$ cat config.mk
export PLATFORM = sky130hd
export DESIGN_NAME = mmdq_mean_cmp
export DESIGN_NICKNAME = d
export VERILOG_FILES = /design/src/rtl/max_mean_delay_queue_scheduler_macros.svh /design/src/rtl/mmdq_pkg.sv /design/src/rtl/mmdq_mean_cmp.sv
export SDC_FILE = /design/constraint.sdc
export NUM_CORES = 2
export LEC_CHECK = 0
export BUFFER_PORTS_ARGS = -buffer_cell sky130_fd_sc_hd__buf_4
export CORE_MARGIN = 10
export CORE_UTILIZATION = 30
export DETAILED_ROUTE_END_ITERATION = 8
export SYNTH_ARGS = -nofsm -noshare
export SYNTH_HDL_FRONTEND = slang
export SYNTH_SLANG_ARGS = --single-unit
$ cat constraint.sdc
create_clock -name i_clk -period 5.8 [get_ports i_clk]
set_input_delay 0.29 -clock i_clk [delete_from_list [all_inputs] [get_ports i_clk]]
set_output_delay 0.29 -clock i_clk [all_outputs]
set_load 0.005 [all_outputs]
$ cat src/rtl/max_mean_delay_queue_scheduler_macros.svh
// Assertion shorthands shared by the scheduler RTL.
`ifndef MAX_MEAN_DELAY_QUEUE_SCHEDULER_MACROS_SVH
`define MAX_MEAN_DELAY_QUEUE_SCHEDULER_MACROS_SVH

// Same-cycle implication, disabled while reset is asserted.
`define MMDQ_ASSERT_IMP(name, clk, rst_n, ante, cons, msg) \
    name: assert property (@(posedge clk) disable iff (!(rst_n)) (ante) |-> (cons)) \
        else $error(msg);

// Next-cycle implication, disabled while reset is asserted.
`define MMDQ_ASSERT_NXT(name, clk, rst_n, ante, cons, msg) \
    name: assert property (@(posedge clk) disable iff (!(rst_n)) (ante) |=> (cons)) \
        else $error(msg);

`endif

$ cat src/rtl/mmdq_pkg.sv
`timescale 1ns / 1ps
package mmdq_pkg;

    localparam int NUM_QUEUES = 3;
    localparam int QIDX_W     = 2;
    localparam int CAP_W      = 8;
    localparam int EVT_W      = 32;
    localparam int LOSS_W     = 32;

    localparam logic ACT_ARRIVAL  = 1'b0;
    localparam logic ACT_COMPLETE = 1'b1;

    localparam logic [QIDX_W-1:0] CFG_CAP_Q0 = 2'd0;
    localparam logic [QIDX_W-1:0] CFG_CAP_Q1 = 2'd1;
    localparam logic [QIDX_W-1:0] CFG_CAP_Q2 = 2'd2;

    typedef struct packed {
        logic              action;
        logic [QIDX_W-1:0] queue_index;
        logic [EVT_W-1:0]  event_time;
    } t_in_item;

    typedef struct packed {
        logic              dropped;
        logic              served_valid;
        logic [QIDX_W-1:0] served_queue;
        logic [EVT_W-1:0]  served_arrival_time;
        logic              server_busy;
        logic [CAP_W-1:0]  length_queue0;
        logic [CAP_W-1:0]  length_queue1;
        logic [CAP_W-1:0]  length_queue2;
        logic [LOSS_W-1:0] losses_queue0;
        logic [LOSS_W-1:0] losses_queue1;
        logic [LOSS_W-1:0] losses_queue2;
    } t_out_item;

    typedef struct packed {
        logic we;
        logic re;
    } t_mem_ctl;

    typedef struct packed {
        logic done;
        logic less;
    } t_cmp_res;

endpackage

$ cat src/rtl/mmdq_mean_cmp.sv
`timescale 1ns / 1ps
module mmdq_mean_cmp import mmdq_pkg::*; #(
    parameter int SUM_W = 39
) (
    input  logic             i_clk,
    input  logic             i_rst_n,
    input  logic             i_start,
    input  logic [SUM_W-1:0] i_sum_a,
    input  logic [CAP_W-1:0] i_cnt_a,
    input  logic [SUM_W-1:0] i_sum_b,
    input  logic [CAP_W-1:0] i_cnt_b,
    output t_cmp_res         o_res
);

    localparam int PW = SUM_W + CAP_W;

    typedef enum logic [1:0] {P_IDLE, P_MB, P_CMP} t_phase;

    t_phase        r_ph;
    t_cmp_res      r_res;
    logic [PW-1:0] r_prod_a;
    logic [PW-1:0] r_prod_b;
    logic [PW-1:0] w_prod;

    // One multiplier serves both cross products: S_a*n_b first, then S_b*n_a.
    always_comb begin
        if (r_ph == P_IDLE) begin
            w_prod = PW'(i_sum_a) * PW'(i_cnt_b);
        end else begin
            w_prod = PW'(i_sum_b) * PW'(i_cnt_a);
        end
    end

    always_ff @(posedge i_clk) begin
        if (!i_rst_n) begin
            r_ph  <= P_IDLE;
            r_res <= '0;
        end else begin
            r_res.done <= 1'b0;
            unique case (r_ph)
                P_IDLE: begin
                    if (i_start) begin
                        r_prod_a <= w_prod;
                        r_ph     <= P_MB;
                    end
                end
                P_MB: begin
                    r_prod_b <= w_prod;
                    r_ph     <= P_CMP;
                end
                P_CMP: begin
                    r_res.done <= 1'b1;
                    r_res.less <= (r_prod_a < r_prod_b);
                    r_ph       <= P_IDLE;
                end
                default: r_ph <= P_IDLE;
            endcase
        end
    end

    assign o_res = r_res;

endmodule

==> impl_results.md <==
- Final hold vios: 0
- CP Capture Type: flop
- Clock latency on the worst-skew pair: 0.35 ns
- Number of distinct library cells after synthesis: 65
- Initial antenna violation count: 2
- Share of cells above drive strength 1: 0.0703
- RSZ-0062 raised after global routing: false
- Antenna viol nets, final: 0
- Vias in the first global route: between 15000 and 20000
- I/O Pins: ~100
- Critical path launch point type: input pin
- Synth cell count leaders: 474 x and2_1, 444 x fa_1, 399 x inv_1
- Tcrit/Tclk final: 0.921
- Initial detailed-routing violation count: ~910
- Grt ovf: 0
- Fmax: 0.187 GHz
- Reg clk slew, reported paths: about 0.070 ns
- Starting Density: 0.302
- Detail Placement HPWL: 52.0 mm
- Syn Nets: about 3300
- FFs w/ async S/R, synth: 0
- Max Fanout on Critical Path: 24
- Max Cap Viol: 0
- Routed len/inst: 17.1 µm
- Register area share after synthesis: 0.122
- Setup bufs post-CTS: 0
- Fin crit period: ~5.3 ns
- Pins Over Slew Limit: 0
- Least-Margin Pin Slew: between 0.6 and 0.7 ns
- Critical Path Start: i_cnt_a[2]
- Yosys reg bits: between 90 and 100
- Via Count: 17700
- Relative slew slack: 0.539
- Largest net degree at the start of global routing: 50
- Setup TNS: 0 ns
- Ys flop type: edfxtp_1
- Clock buffer count from CTS: 9
- GRT Total Usage: 0.141
- Critical Path AT: 5.43 ns
- Layout Skew: a little under 0.006 ns
- I/O Buffers: 98
- Routability Congestion: roughly 0.89
- Area leader, netlist: fa_1
- Pleak: approximately 0.012 µW
- Worst Hold Class: in2reg
- Synth top area cells: fa_1 37%, and2_1 12%, edfxtp_1 12%, ha_1 9.5%, inv_1 6.3%
- Area Overhead vs Synth: 10.3%
- RR Startpoint: r_prod_a[26]$_DFFE_PP_
- DR vias/cell: between 4 and 5
- CTS tree: built
- EDFF count, synth: 94
- Mapped Cells: between 2000 and 3000
- PwrDens: around 500 nW/µm²
- Drt first pass iters: 5
- Die area: 90900 µm²
- First-pass GRT wire length: 104 mm
- Die Ht: about 300 µm
- Crit path required time: 5.89 ns
- Worst Hold Launch: i_start
- Maximum vdd drop: 0.217 mV
- Number of clock sinks: a little under 100
- Final #Nets: roughly 3300
- DR DRC count: 0
- Run status: finished, final reports clean
- Final WL: between 60 and 70 mm
- Post-Syn Area per Cell: between 9 and 10 µm²
- Fillers: about 8200
- Post-synthesis cell area: ~24000 µm²
- CTS Hold Bufs: 0
- CTS H-tree depth: 3
- Root Buffer: clkbuf_16
- Total Power: between 10000 and 15000 µW
- CORE AREA: between 70000 and 80000 µm²
- Crit path kind: in2reg
- Count leader, synth: and2_1
- Multi-input logic area: around 19000 µm²
- Die Width: 301 µm
- Site Rows: ~100
- Register area: roughly 2900 µm²
- Ys Warns: 0
- Count of final setup violators: 0
- Yosys top cell area share: 0.374
- Max clock buf depth: 2
- Post_cts resized: 0
==> placed cells by master, fill, tap and decap left out, types with 32 or more instances in the layout <==
cell type / count
a21o_1: 67
a21oi_1: 121
and2_1: 474
buf_4: 153
edfxtp_1: 94
fa_1: 444
ha_1: 180
inv_1: 399
nand2_1: 243
nor2_1: 58
o21ai_0: 40
o21ai_1: 32
xnor2_1: 40
xor2_1: 32
==> power breakdown <==
group	leakage (µW)	internal (µW)	switching [µW]
sequential	0.000899	1350	59.4
combinational	0.0114	4410	6610
clock	0.000153	342	281
==> registers in the layout (all words and copies together), names as in the netlist <==
register and cells:
o_res 2, r_ph 2, r_prod_a 47, r_prod_b 47
==> per-stage QoR <==
| step | util | cells | hold WS (ns) | worst slack, ns | cell area (µm²) |
|---|---|---|---|---|---|
| after floorplan | - | 2557 | 0.421 | 0.375 | 23800 |
| after global placement | 0.329 | 3667 | 0.449 | 0.136 | 25900 |
| after detailed placement | 0.329 | 3667 | 0.461 | 0.0962 | 25900 |
| after CTS | 0.333 | 3683 | 0.163 | 0.453 | 26200 |
| after global routing | 0.333 | 3683 | 0.184 | 0.178 | 26200 |
| final | 0.333 | 3684 | 0.176 | 0.461 | 26200 |
==> worst paths after layout <==
check	slack (ns)	end	cells after the start
hold / removal	0.18	r_ph[0]$_SDFFE_PN0P_	2
setup / recovery	0.46	r_prod_a[43]$_DFFE_PP_	21
setup reg to reg	2.96	o_res[0]$_SDFFE_PN0P_	12
hold reg to reg	0.46	o_res[0]$_SDFFE_PN0P_	2
==> cell families after synthesis <==
kind of cell | after synthesis | share of synthesized area
buffers and inverters | 493 | 0.0779
DFF | 98 | 0.122
and+or+nand+nor | 906 | 0.206
muxes | 8 | 0.00337
AOI/OAI and AO/OA | 356 | 0.0951
adders and majority gates | 624 | 0.469
xor gates and xnor gates | 72 | 0.0265
==> worst max-delay path, stage by stage <==
cell,delay [ns]
buf_4,0.27
nand2_1,0.13
fa_1,0.52
fa_1,0.55
inv_1,0.05
fa_1,0.47
inv_1,0.05
fa_1,0.48
inv_1,0.04
ha_1,0.33
a21o_1,0.20
a21oi_1,0.17
a21oi_1,0.11
o211ai_1,0.26
a21boi_1,0.13
o311ai_1,0.32
buf_4,0.17
a21boi_1,0.12
o2111ai_1,0.27
mux2i_1,0.11
or3_1,0.40
==> layer usage <==
| layer | vias to the layer above | wire length (µm) | GRT usage |
|---|---|---|---|
| met4 | 2 | 807 | 0.0258 |
| met5 | - | 13 | 0 |
| li1 | 8223 | - | - |
| met2 | 410 | 29600 | 0.233 |
| met3 | 50 | 3040 | 0.0154 |
| met1 | 9014 | 29600 | 0.199 |
==> cell type report <==
cell class              count  share of cell area
clock inverters             7             0.00310
clock buffers               9             0.00859
repair buffers            154              0.0446
flip-flops and latches     98               0.111
inverters                 399              0.0571
diodes                      1           0.0000955
well taps                1050              0.0501
multi-input cells        1966               0.726
No activity file was read; power rests on OpenSTA's default activity.
